`config.mk`:
```
export PLATFORM = sky130hd
export DESIGN_NAME = unicycle_feedback_linearization
export DESIGN_NICKNAME = d
export VERILOG_FILES = /design/src/sv/ufl_pkg.sv /design/src/sv/unicycle_feedback_linearization.sv
export SDC_FILE = /design/constraint.sdc
export NUM_CORES = 2
export LEC_CHECK = 0
export BUFFER_PORTS_ARGS = -buffer_cell sky130_fd_sc_hd__buf_2
export CAP_MARGIN = 20
export CORE_MARGIN = 2
export CORE_UTILIZATION = 45
export DETAILED_ROUTE_END_ITERATION = 10
export PLACE_DENSITY = 0.71
export REMOVE_ABC_BUFFERS = 1
export SKIP_LAST_GASP = 1
export SLEW_MARGIN = 40
export SYNTH_ARGS = -nofsm -noshare
export SYNTH_HDL_FRONTEND = slang
export SYNTH_SLANG_ARGS = --single-unit
```
`constraint.sdc`:
```
create_clock -name clk -period 7.9 [get_ports clk]
set_clock_uncertainty 0.15 [all_clocks]
set_input_delay 0 -clock clk [delete_from_list [all_inputs] [get_ports clk]]
set_output_delay 0 -clock clk [all_outputs]
set_load 0.05 [all_outputs]
```
`src/sv/ufl_pkg.sv`:
```
package ufl_pkg;

  localparam int DEF_CORDIC_STEPS = 16;
  localparam int ATAN_LEN = 24;
  localparam int IT_W = 5;
  localparam int AW = 34;
  localparam int MW = 36;
  localparam logic signed [AW-1:0] CORDIC_INIT = 34'sd652032874;

  localparam logic [2:0] REG_OFFSET_DISTANCE = 3'd0;
  localparam logic [2:0] REG_OFFSET_RECIPROCAL = 3'd1;
  localparam logic [2:0] REG_POSITION_GAIN = 3'd2;
  localparam logic [2:0] REG_TEST_MODE = 3'd3;
  localparam logic [2:0] REG_TEST_VEL_X = 3'd4;
  localparam logic [2:0] REG_TEST_VEL_Y = 3'd5;

  typedef enum logic [2:0] {
    S_IDLE, S_CLOAD, S_CORD, S_MLOAD, S_MUL, S_OUT
  } state_t;

  typedef enum logic [3:0] {
    OP_OX, OP_OY, OP_RX, OP_RY, OP_GX, OP_GY, OP_V1, OP_V2, OP_W1, OP_W2, OP_WR
  } op_t;

  function automatic logic [31:0] atan_entry(input logic [IT_W-1:0] i);
    logic [31:0] r;
    case (i)
      5'd0: r = 32'd536870912;
      5'd1: r = 32'd316933406;
      5'd2: r = 32'd167458907;
      5'd3: r = 32'd85004756;
      5'd4: r = 32'd42667331;
      5'd5: r = 32'd21354465;
      5'd6: r = 32'd10679838;
      5'd7: r = 32'd5340245;
      5'd8: r = 32'd2670163;
      5'd9: r = 32'd1335087;
      5'd10: r = 32'd667544;
      5'd11: r = 32'd333772;
      5'd12: r = 32'd166886;
      5'd13: r = 32'd83443;
      5'd14: r = 32'd41722;
      5'd15: r = 32'd20861;
      5'd16: r = 32'd10430;
      5'd17: r = 32'd5215;
      5'd18: r = 32'd2608;
      5'd19: r = 32'd1304;
      5'd20: r = 32'd652;
      5'd21: r = 32'd326;
      5'd22: r = 32'd163;
      5'd23: r = 32'd81;
      default: r = 32'd0;
    endcase
    return r;
  endfunction

  function automatic logic [31:0] sat32(input logic signed [55:0] v);
    logic [31:0] r;
    if (v > 56'sd2147483647) begin
      r = 32'h7fffffff;
    end else if (v < -56'sd2147483648) begin
      r = 32'h80000000;
    end else begin
      r = v[31:0];
    end
    return r;
  endfunction

endpackage

```
`src/sv/unicycle_feedback_linearization.sv`:
```
// Offset-point feedback-linearizing velocity controller for a differential-drive robot.
// Input transactions arrive on s_tvalid/s_tready/s_tdata/s_tuser. s_tuser is the kind:
// 0 is a control tick that updates the stored point velocity and gives no result,
// 1 is a command that returns one transaction on m_tvalid/m_tready/m_tdata.
// s_tready is high only while the block is idle; one item is processed at a time.
// Every item runs a CORDIC of min(CORDIC_STEPS, 24) iterations, one per cycle, and a
// sequence of products on a radix-2 shift-add multiplier, each with its load.
// A command runs one CORDIC and seven products before its result is presented, a tick
// runs two CORDICs and six products, or one CORDIC and two products when test mode
// is set. The next transaction is accepted once the block is idle again. The
// multiplier sets the throughput.
// The result sits in an output register; if the receiver stalls, the block finishes
// the next command and then waits until that register is taken.
// Configuration registers must be written through the APB port only while idle; the
// block does not enforce this. Synchronous reset clears the stored point velocity,
// loads the register defaults and empties the output register.
module unicycle_feedback_linearization #(
  parameter int CORDIC_STEPS = ufl_pkg::DEF_CORDIC_STEPS
) (
  input  logic         clk,
  input  logic         rst,
  input  logic         s_tvalid,
  output logic         s_tready,
  // pos_x, pos_y, heading, ref_x, ref_y, ref_heading
  input  logic [159:0] s_tdata,
  // kind
  input  logic [0:0]   s_tuser,
  output logic         m_tvalid,
  input  logic         m_tready,
  // linear_speed, turn_rate, point_x, point_y
  output logic [127:0] m_tdata,
  input  logic         psel,
  input  logic         penable,
  input  logic         pwrite,
  input  logic [4:0]   paddr,
  input  logic [31:0]  pwdata,
  output logic [31:0]  prdata,
  output logic         pready
);

  localparam int NSTEP = (CORDIC_STEPS > ufl_pkg::ATAN_LEN) ? ufl_pkg::ATAN_LEN : CORDIC_STEPS;
  localparam int MW = ufl_pkg::MW;
  localparam int AW = ufl_pkg::AW;
  localparam int IT_W = ufl_pkg::IT_W;
  localparam int MCW = $clog2(MW + 1);

  ufl_pkg::state_t state, state_next;
  ufl_pkg::op_t op;

  logic [20:0] offset_distance;
  logic [26:0] offset_reciprocal;
  logic [24:0] position_gain;
  logic        test_mode;
  logic [31:0] test_vel_x, test_vel_y;

  logic               kind;
  logic signed [31:0] pos_x, pos_y, ref_x, ref_y;
  logic signed [15:0] heading, ref_heading;

  logic                 cref, flip;
  logic [IT_W-1:0]      it;
  logic signed [AW-1:0] cx, cy, cz, cs_c, cs_s;
  logic signed [AW-1:0] ox, oy, rx, ry;
  logic signed [31:0]   pv_x, pv_y, wn;
  logic [31:0]          lin, trate;
  logic signed [2*MW-1:0] tacc;

  logic signed [MW-1:0] ma, mb_unused_sign;
  logic [MW-1:0]        mb, lo;
  logic signed [MW:0]   hi;
  logic [MCW-1:0]       mcnt;

  logic cfg_wr, mul_done, cord_done, out_load;

  assign pready = 1'b1;
  assign cfg_wr = psel && penable && pwrite;

  always_ff @(posedge clk) begin
    if (rst) begin
      offset_distance <= 21'd6554;
      offset_reciprocal <= 27'd655360;
      position_gain <= 25'd65536;
      test_mode <= 1'b0;
      test_vel_x <= '0;
      test_vel_y <= '0;
    end else if (cfg_wr) begin
      case (paddr[4:2])
        ufl_pkg::REG_OFFSET_DISTANCE: offset_distance <= pwdata[20:0];
        ufl_pkg::REG_OFFSET_RECIPROCAL: offset_reciprocal <= pwdata[26:0];
        ufl_pkg::REG_POSITION_GAIN: position_gain <= pwdata[24:0];
        ufl_pkg::REG_TEST_MODE: test_mode <= pwdata[0];
        ufl_pkg::REG_TEST_VEL_X: test_vel_x <= pwdata;
        ufl_pkg::REG_TEST_VEL_Y: test_vel_y <= pwdata;
        default: ;
      endcase
    end
  end

  always_comb begin
    case (paddr[4:2])
      ufl_pkg::REG_OFFSET_DISTANCE: prdata = 32'(offset_distance);
      ufl_pkg::REG_OFFSET_RECIPROCAL: prdata = 32'(offset_reciprocal);
      ufl_pkg::REG_POSITION_GAIN: prdata = 32'(position_gain);
      ufl_pkg::REG_TEST_MODE: prdata = 32'(test_mode);
      ufl_pkg::REG_TEST_VEL_X: prdata = test_vel_x;
      ufl_pkg::REG_TEST_VEL_Y: prdata = test_vel_y;
      default: prdata = '0;
    endcase
  end

  // CORDIC datapath.
  logic signed [15:0]   ang;
  logic signed [AW-1:0] z0, xs, ys, at;
  assign ang = cref ? ref_heading : heading;
  assign z0 = AW'(ang) <<< 16;
  assign xs = cx >>> it;
  assign ys = cy >>> it;
  assign at = AW'(signed'(ufl_pkg::atan_entry(it)));
  assign cord_done = (state == ufl_pkg::S_CORD) && (it == IT_W'(NSTEP));

  // Multiplier operands and result formatting.
  logic signed [MW-1:0]   opa, opb, pp;
  logic signed [MW:0]     hi_sum;
  logic signed [2*MW-1:0] prod, vsum, wdif, r30, r16, rv, rw;
  logic signed [AW-1:0]   base, pt_new;

  always_comb begin
    opa = MW'(cs_c);
    opb = MW'(signed'({1'b0, offset_distance}));
    case (op)
      ufl_pkg::OP_OX, ufl_pkg::OP_RX: opa = MW'(cs_c);
      ufl_pkg::OP_OY, ufl_pkg::OP_RY: opa = MW'(cs_s);
      ufl_pkg::OP_GX: begin
        opa = MW'(rx) - MW'(ox);
        opb = MW'(signed'({1'b0, position_gain}));
      end
      ufl_pkg::OP_GY: begin
        opa = MW'(ry) - MW'(oy);
        opb = MW'(signed'({1'b0, position_gain}));
      end
      ufl_pkg::OP_V1: begin opa = MW'(pv_x); opb = MW'(cs_c); end
      ufl_pkg::OP_V2: begin opa = MW'(pv_y); opb = MW'(cs_s); end
      ufl_pkg::OP_W1: begin opa = MW'(pv_y); opb = MW'(cs_c); end
      ufl_pkg::OP_W2: begin opa = MW'(pv_x); opb = MW'(cs_s); end
      ufl_pkg::OP_WR: begin
        opa = MW'(wn);
        opb = MW'(signed'({1'b0, offset_reciprocal}));
      end
      default: ;
    endcase
  end

  assign mb_unused_sign = '0;
  assign pp = mb[0] ? ((mcnt == MCW'(MW - 1)) ? -ma : ma) : mb_unused_sign;
  assign hi_sum = hi + (MW + 1)'(pp);
  assign prod = signed'({hi[MW-1:0], lo});
  assign vsum = tacc + prod;
  assign wdif = tacc - prod;
  assign r30 = (prod + (2*MW)'(64'sd536870912)) >>> 30;
  assign r16 = (prod + (2*MW)'(64'sd32768)) >>> 16;
  assign rv = (vsum + (2*MW)'(64'sd536870912)) >>> 30;
  assign rw = (wdif + (2*MW)'(64'sd536870912)) >>> 30;
  assign base = (op == ufl_pkg::OP_OX) ? AW'(pos_x) : (op == ufl_pkg::OP_OY) ? AW'(pos_y) :
                (op == ufl_pkg::OP_RX) ? AW'(ref_x) : AW'(ref_y);
  assign pt_new = base + r30[AW-1:0];
  assign mul_done = (state == ufl_pkg::S_MUL) && (mcnt == MCW'(MW));

  // Next state.
  always_comb begin
    state_next = state;
    case (state)
      ufl_pkg::S_IDLE: if (s_tvalid) state_next = ufl_pkg::S_CLOAD;
      ufl_pkg::S_CLOAD: state_next = ufl_pkg::S_CORD;
      ufl_pkg::S_CORD: if (cord_done) state_next = ufl_pkg::S_MLOAD;
      ufl_pkg::S_MLOAD: state_next = ufl_pkg::S_MUL;
      ufl_pkg::S_MUL: begin
        if (mul_done) begin
          case (op)
            ufl_pkg::OP_OY: begin
              if (kind) state_next = ufl_pkg::S_MLOAD;
              else if (test_mode) state_next = ufl_pkg::S_IDLE;
              else state_next = ufl_pkg::S_CLOAD;
            end
            ufl_pkg::OP_GY: state_next = ufl_pkg::S_IDLE;
            ufl_pkg::OP_WR: state_next = ufl_pkg::S_OUT;
            default: state_next = ufl_pkg::S_MLOAD;
          endcase
        end
      end
      ufl_pkg::S_OUT: if (!m_tvalid || m_tready) state_next = ufl_pkg::S_IDLE;
      default: state_next = ufl_pkg::S_IDLE;
    endcase
  end

  // Outputs of the sequencer.
  always_comb begin
    s_tready = 1'b0;
    out_load = 1'b0;
    case (state)
      ufl_pkg::S_IDLE: s_tready = 1'b1;
      ufl_pkg::S_OUT: out_load = !m_tvalid || m_tready;
      default: ;
    endcase
  end

  always_ff @(posedge clk) begin
    if (rst) begin
      state <= ufl_pkg::S_IDLE;
      op <= ufl_pkg::OP_OX;
      cref <= 1'b0;
      pv_x <= '0;
      pv_y <= '0;
      m_tvalid <= 1'b0;
    end else begin
      state <= state_next;
      if (out_load) m_tvalid <= 1'b1;
      else if (m_tready) m_tvalid <= 1'b0;
      if (state == ufl_pkg::S_IDLE) cref <= 1'b0;
      if (cord_done) op <= cref ? ufl_pkg::OP_RX : ufl_pkg::OP_OX;
      if (mul_done) begin
        case (op)
          ufl_pkg::OP_OX: op <= ufl_pkg::OP_OY;
          ufl_pkg::OP_OY: begin
            op <= ufl_pkg::OP_V1;
            if (!kind && test_mode) begin
              pv_x <= test_vel_x;
              pv_y <= test_vel_y;
            end
            if (!kind) cref <= 1'b1;
          end
          ufl_pkg::OP_RX: op <= ufl_pkg::OP_RY;
          ufl_pkg::OP_RY: op <= ufl_pkg::OP_GX;
          ufl_pkg::OP_GX: begin
            op <= ufl_pkg::OP_GY;
            pv_x <= ufl_pkg::sat32(r16[55:0]);
          end
          ufl_pkg::OP_GY: pv_y <= ufl_pkg::sat32(r16[55:0]);
          ufl_pkg::OP_V1: op <= ufl_pkg::OP_V2;
          ufl_pkg::OP_V2: op <= ufl_pkg::OP_W1;
          ufl_pkg::OP_W1: op <= ufl_pkg::OP_W2;
          ufl_pkg::OP_W2: op <= ufl_pkg::OP_WR;
          default: ;
        endcase
      end
    end
  end

  always_ff @(posedge clk) begin
    if (s_tvalid && s_tready) begin
      kind <= s_tuser[0];
      pos_x <= s_tdata[31:0];
      pos_y <= s_tdata[63:32];
      heading <= s_tdata[79:64];
      ref_x <= s_tdata[111:80];
      ref_y <= s_tdata[143:112];
      ref_heading <= s_tdata[159:144];
    end
    if (state == ufl_pkg::S_CLOAD) begin
      cx <= ufl_pkg::CORDIC_INIT;
      cy <= '0;
      it <= '0;
      flip <= (ang > 16'sd16384) || (ang < -16'sd16384);
      if (ang > 16'sd16384) cz <= z0 - 34'sh080000000;
      else if (ang < -16'sd16384) cz <= z0 + 34'sh080000000;
      else cz <= z0;
    end
    if (state == ufl_pkg::S_CORD && !cord_done) begin
      if (!cz[AW-1]) begin
        cx <= cx - ys;
        cy <= cy + xs;
        cz <= cz - at;
      end else begin
        cx <= cx + ys;
        cy <= cy - xs;
        cz <= cz + at;
      end
      it <= it + 1'b1;
    end
    if (cord_done) begin
      cs_c <= flip ? -cx : cx;
      cs_s <= flip ? -cy : cy;
    end
    if (state == ufl_pkg::S_MLOAD) begin
      ma <= opa;
      mb <= opb;
      hi <= '0;
      lo <= '0;
      mcnt <= '0;
    end
    if (state == ufl_pkg::S_MUL && !mul_done) begin
      hi <= hi_sum >>> 1;
      lo <= {hi_sum[0], lo[MW-1:1]};
      mb <= mb >> 1;
      mcnt <= mcnt + 1'b1;
    end
    if (mul_done) begin
      case (op)
        ufl_pkg::OP_OX: ox <= pt_new;
        ufl_pkg::OP_OY: oy <= pt_new;
        ufl_pkg::OP_RX: rx <= pt_new;
        ufl_pkg::OP_RY: ry <= pt_new;
        ufl_pkg::OP_V1, ufl_pkg::OP_W1: tacc <= prod;
        ufl_pkg::OP_V2: lin <= ufl_pkg::sat32(rv[55:0]);
        ufl_pkg::OP_W2: wn <= ufl_pkg::sat32(rw[55:0]);
        ufl_pkg::OP_WR: trate <= ufl_pkg::sat32(r16[55:0]);
        default: ;
      endcase
    end
    if (out_load) begin
      m_tdata <= {ufl_pkg::sat32(56'(oy)), ufl_pkg::sat32(56'(ox)), trate, lin};
    end
  end

  a_mcnt_range: assert property (@(posedge clk) disable iff (rst)
    (state == ufl_pkg::S_MUL) |-> (mcnt <= MCW'(MW)))
    else $error("multiplier count out of range");

  a_accept_starts: assert property (@(posedge clk) disable iff (rst)
    (s_tvalid && s_tready) |=> (state == ufl_pkg::S_CLOAD))
    else $error("accepted transaction did not start the CORDIC");

  a_result_out: assert property (@(posedge clk) disable iff (rst)
    out_load |=> m_tvalid)
    else $error("result was not presented");

  a_last_product: assert property (@(posedge clk) disable iff (rst)
    (mul_done && op == ufl_pkg::OP_WR) |=> (state == ufl_pkg::S_OUT))
    else $error("command did not reach the output state");

endmodule

```
Word-level counts from Yosys, hierarchy flattened. Memory sizes are Yosys's and may differ from the RTL's. A register that Yosys moved wholly into a read port is not among the register bits. Cells that the tools add are included.

Magnitude comparators: 12. Eq/ne operators: 28. Multiplexer cells: 63. Reductions and logical operators: 45. $add $sub $neg: 23. Shift operators: 2.

Operators by type and width (number): 34-bit 2-to-1 mux (16); 32-bit 2-to-1 mux (8); 36-bit case mux with 6 select lines (1); 32-bit case mux with 6 select lines (1); 72-bit by 31-bit adder with 72-bit output (second input constant) (2); 36-bit 2-to-1 mux (4); 36-bit case mux with 4 select lines (1); 32-bit case mux with 2 select lines (2); 34-bit adder (3); 42-bit by 32-bit greater-than comparator with 1-bit output (second input constant) (2); 42-bit by 32-bit < comparator with 1-bit output (second input constant) (2); 37-bit 2-to-1 mux (2); 72-bit by 17-bit adder with 72-bit output (second input constant) (1); 72-bit adder (1); 72-bit subtractor (1); 35-bit 2-to-1 mux (2); 34-bit by 34-bit subtractor with 35-bit output (2); 34-bit by 32-bit greater-than comparator with 1-bit output (second input constant) (2); 34-bit by 32-bit < comparator with 1-bit output (second input constant) (2); 34-bit negation (2); 34-bit by 5-bit >>> shifter with 34-bit output (2); 34-bit subtractor (2); 64-bit by 31-bit adder with 64-bit output (second input constant) (1); 56-bit by 32-bit greater-than comparator with 1-bit output (second input constant) (1); other kinds (42) (110).

Memories kept: 1. Word-level logic and storage cells: 217. Register bits: 1131. ROM bits: 960.

Memory list: (no name shown) (depth 32, width 30, rd ports 1, clocked after memory_dff 1, wr ports 0, line ufl_pkg.sv:27) `case (i)`.

Depth between registers and ports, before layout.
Depth in word-level cells: 6. Gate-level depth with buffers: 28.

Worst setup path before layout. No wires, ideal clock.

Path kind: reg-to-reg. Start point: register it[0]. End point: register cx[26] (data pin). Cell stages (with the launch flop): 26. Data arrival time: 5896 ps. Path slack: 1582 ps. Required time: 7477 ps. Clock period less this slack: 6318 ps. Cell sequence: edfxtp_1 buf_6 buf_6 buf_4 mux4_2 mux4_2 nand2_1 nand2_1 inv_1 ha_1 nor2_1 a21oi_1 fa_1 a21o_1 a21oi_1 o21bai_1 a21oi_1 o21ai_0 a221o_1 a2111oi_0 o21ai_0 a31oi_1 o31ai_1 a21o_1 a211oi_1 o31ai_1.

Word-level cells in the longest chain between the ends: 5. Elaborated cells between the ends (all ways): 9. Classes of those cells: add/sub: 2; eq/ne: 1; shift: 1; mux: 2; reduce/logical: 3.

Ends and longest elaborated chain: start, declared (line unicycle_feedback_linearization.sv:61) `logic [IT_W-1:0] it;`; start signal, assigned (line unicycle_feedback_linearization.sv:277) `it <= it + 1'b1;`; branches (longest 4 deep; another with 34-bit subtractor); 34-bit 2-to-1 mux (*) (line unicycle_feedback_linearization.sv:267) `if (state == ufl_pkg::S_CORD && !cord_done) begin`; end signal, assigned (line unicycle_feedback_linearization.sv:259) `cx <= ufl_pkg::CORDIC_INIT;`; end signal, assigned (line unicycle_feedback_linearization.sv:269) `cx <= cx - ys;`; end signal, assigned (line unicycle_feedback_linearization.sv:273) `cx <= cx + ys;`; end, declared (line unicycle_feedback_linearization.sv:62) `logic signed [AW-1:0] cx, cy, cz, cs_c, cs_s;`.

Mark *: on every way between the ends. A chain may end at the register's enable or synchronous reset.

Final worst setup path.
Start point: register it[1]. End point: register cy[32] (data pin).

Word-level cells in the longest chain between the ends: 5. Elaborated cells between the ends (all ways): 9. Classes of those cells: add/sub: 2; eq/ne: 1; shift: 1; mux: 2; reduce/logical: 3.

Ends and longest elaborated chain: branches (longest 4 deep; another with 34-bit adder); 34-bit 2-to-1 mux (*) (line unicycle_feedback_linearization.sv:267); end signal, assigned (line unicycle_feedback_linearization.sv:270) `cy <= cy + xs;`; end signal, assigned (line unicycle_feedback_linearization.sv:274) `cy <= cy - xs;`; end, declared (line unicycle_feedback_linearization.sv:62).

Marked as above.

==> impl_results.md <==
- DRC: 0
- Fin cells: 10600
- Post CTS Setup Buffer Count: 0
- Total gr overflow: 0
- Area growth, synth to finish: 17.4%
- Flop and latch count out of synthesis: 1159
- CTS tree: yes
- Share of layout cells above drive strength 1: 11.0%
- Crit end category: flip-flop
- Max-cap violations: 0
- # rows: 148
- Skew-Pair Late Insertion Delay: 0.80 ns
- Largest fanout on the critical path: 59
- CTS Sinks: 1159
- Hold Crit Class: in2reg
- DRT iter0 DRCs: 7881
- Crit. path cell count: 21
- IO Pins: 368
- Avg Vias per Cell: 6.03
- Worst VDD drop: 0.430 mV
- DP Area: 78300 sq um
- Power density over the cells: 416 nW/um^2
- Starting Density: 45.4%
- Placed Cells: 9952
- Root Buffer: clkbuf_16
- Core area: 163000 sq um
- Final worst slack: 0.784 ns
- Worst Hold Path Cells: 4
- Die area: 168000 sq um
- Yosys warnings: 0
- Delay-heaviest family, CP: compound AO/OA/AOI/OAI gates
- RePlAce Congestion: 1.00
- Critical Path Most Common Cell: and2_1
- Critical Path Source Type: flip-flop
- Post-Syn Instances: 7686
- Fillers: 14200
- Number of global-route vias before repair: 61500
- Number of buffers and inverters on the critical path: 1
- Fmax: 141 MHz
- Ys async rst share: 0%
- Dpl hpwl: 180 mm
- Post-Syn Area: 74000 sq um
- Clock Pin Slew Worst Setup and Hold Paths: 0.07 ns
- DR vias: 64000
- WS Path Type: reg2reg
- Register-to-Register Path Depth: 21
- Hold Fails Final Rpt: 0
- Met3 Usage GRT: 5.65%
- First-pass GRT wire length: 376 mm
- Hold Slack: 0.0655 ns
- Synth Area per Inst: 9.63 sq um
- Die X: 410 um
- Die Span Y: 410 um
- Headroom to the max-slew limit: 35.6%
- Commonest non-fill, non-tap cell in the layout: edfxtp_1
- Pre-CTS WS: 1.00 ns
- Met1 GRT Util: 37.4%
- Maximum root-to-sink buffer count: 3
- RSZ-0062 raised after global routing: false
- CTS Buf Count: 135
- Seq/Total Area, Yosys: 43.7%
- Final wirelength: 254 mm
- Synth unique cells: 101
- Post-route ant nets: 0
- Crit path DAT: 7.49 ns
- Synth Flop Type: edfxtp_1
- Routed length per instance: 23.9 um
- Routing usage on met2: 45.9%
- Worst EP required: 8.28 ns
- Sequence of cells on the critical path: buf_12 > mux4_2 > and2_1 > o31ai_1 > a21oi_1 > nor4_1 > and2_1 > nor3b_2 > and2_1 > nand2_1 > a31oi_1 > nor2_1 > a211oi_1 > ha_1 > and3_1 > a31oi_1 > a211oi_1 > a2111oi_0 > o21ai_0 > xnor2_1 > nor2_1
- Total chip power: 0.0362 W
- Leak: 33.9 nW
- Commonest non-fill, non-tap cells in the layout: edfxtp_1, nand2_1, nor2_1, a21oi_1, ha_1
- GRT busiest layer: met2
- Final #Nets: 9061
- CTS H-tree lvls: 4
- Final instance area: 86900 sq um
- Largest net degree at the start of global routing: 106
- Status: completed
- Post-synth EDFFs: 917
- Final Cycle Share: 90.1%
- Slowest CP cell: edfxtp_1
- Slew @ Worst Pin: 0.959 ns
- Setup violators final: 0
- Crit-path max cell delay: 0.90 ns
- Initial antenna violation count: 21
- Tot GR Track Use: 29.3%
- Max-slew violations: 0
- Period minus WS final: 7.12 ns
- PortBufs: 364
- TritonRoute pass-1 iters: 10
==> worst register-to-register path, stage by stage, from the launching register on <==
cell and delay [ns]:
edfxtp_1 0.90, buf_12 0.37, mux4_2 0.40, and2_1 0.18
o31ai_1 0.55, a21oi_1 0.31, nor4_1 0.41, and2_1 0.24
nor3b_2 0.25, and2_1 0.32, nand2_1 0.11, a31oi_1 0.17
nor2_1 0.06, a211oi_1 0.24, ha_1 0.31, and3_1 0.22
a31oi_1 0.38, a211oi_1 0.21, a2111oi_0 0.56, o21ai_0 0.23
xnor2_1 0.19, nor2_1 0.05
==> kinds of logic after synthesis <==
group                      synth area share, %
AOI/OAI and AO/OA                         17.4
xor gates and xnor gates                  6.27
adders and majority gates                 9.20
buffers and inverters                     4.06
DFF                                       43.7
muxes                                     4.54
other                                  0.00506
and+or+nand+nor                           14.8
==> stage by stage <==
stage               TNS, ns  utilization (%)
finish                    0             53.3
global route              0             53.3
global placement          0             47.9
CTS                       0             53.2
detailed placement        0             48.0
floorplan            -51.15                -
==> synth_stat cells (31+ instances only) <==
library cell  instances  area share, %
dfxtp_1             242            6.5
clkbuf_1            313            1.6
nand2_1             814            4.1
ha_1                533            9.0
a22oi_1              95           0.96
nand4_1              58           0.49
o31ai_1              56           0.57
nand3_1             153            1.0
nand2b_1            103           0.87
xor2_1              183            2.2
o22ai_1              70           0.59
inv_1               384            1.9
buf_1                43           0.22
mux2i_1             116            1.6
a21o_1              211            2.1
a221oi_1             36           0.43
o21a_1               62           0.63
nor2_1              740            3.8
mux4_2               81            2.5
edfxtp_1            917             37
mux2_2               31           0.47
a21oi_1             678            4.6
a211oi_1             41           0.42
and3_1               62           0.52
nor4_1               48           0.41
a31oi_1              79           0.67
and2_1               64           0.54
nor2b_1              65           0.55
nor3_1              127           0.86
o21ai_0             399            2.7
o21bai_1             39           0.40
or3_1                51           0.43
xnor2_1             347            4.1
==> registers in the layout, summed over array words and instances, names as in the netlist, 35 cells and up <==
register  flops
ma           35
lo           36
m_tdata     128
tacc         72
hi           36
mb           36
==> report_power, final <==
part           internal [W]  total (W)  switching [W]
logic               0.00795     0.0203         0.0123
clock network       0.00366    0.00643        0.00277
registers           0.00834    0.00948        0.00114
total                0.0200     0.0362         0.0162
==> cell type report <==
type / count / area, sq um / share of cell area [%]
clock buffers: 167 / 3680 / 4.23
flip-flops and latches: 1159 / 32400 / 37.3
multi-input cells: 5753 / 39000 / 44.9
clock inverters: 80 / 825 / 0.949
repair buffers: 880 / 6820 / 7.84
well taps: 2175 / 2720 / 3.13
inverters: 387 / 1460 / 1.67
diodes: 17 / 42.5 / 0.0489
==> path summary, 6_finish.rpt <==
kind,from,to,slack (ns)
setup reg to reg,it[1],cy[32],0.78
setup / recovery,it[1],cy[32],0.78
hold reg to reg,trate[27],m_tdata[59],0.26
hold / removal,pwdata[1],offset_reciprocal[1],0.07
==> layer usage <==
| metal | vias up | wire, um |
|---|---|---|
| met2 | 3399 | 114000 |
| met3 | 688 | 23700 |
| met5 | - | 64 |
| met1 | 30700 | 99100 |
| met4 | 10 | 16900 |
| li1 | 29300 | - |
==> timing repair <==
item | 4_1_cts | 5_1_grt
endpoints found under the setup margin | 0 | 0
gates resized for setup | 0 | 0
hold buffers | 397 | 0
endpoints found under the hold margin | 439 | 0
Note: power is estimated with default switching activity, not from simulation.
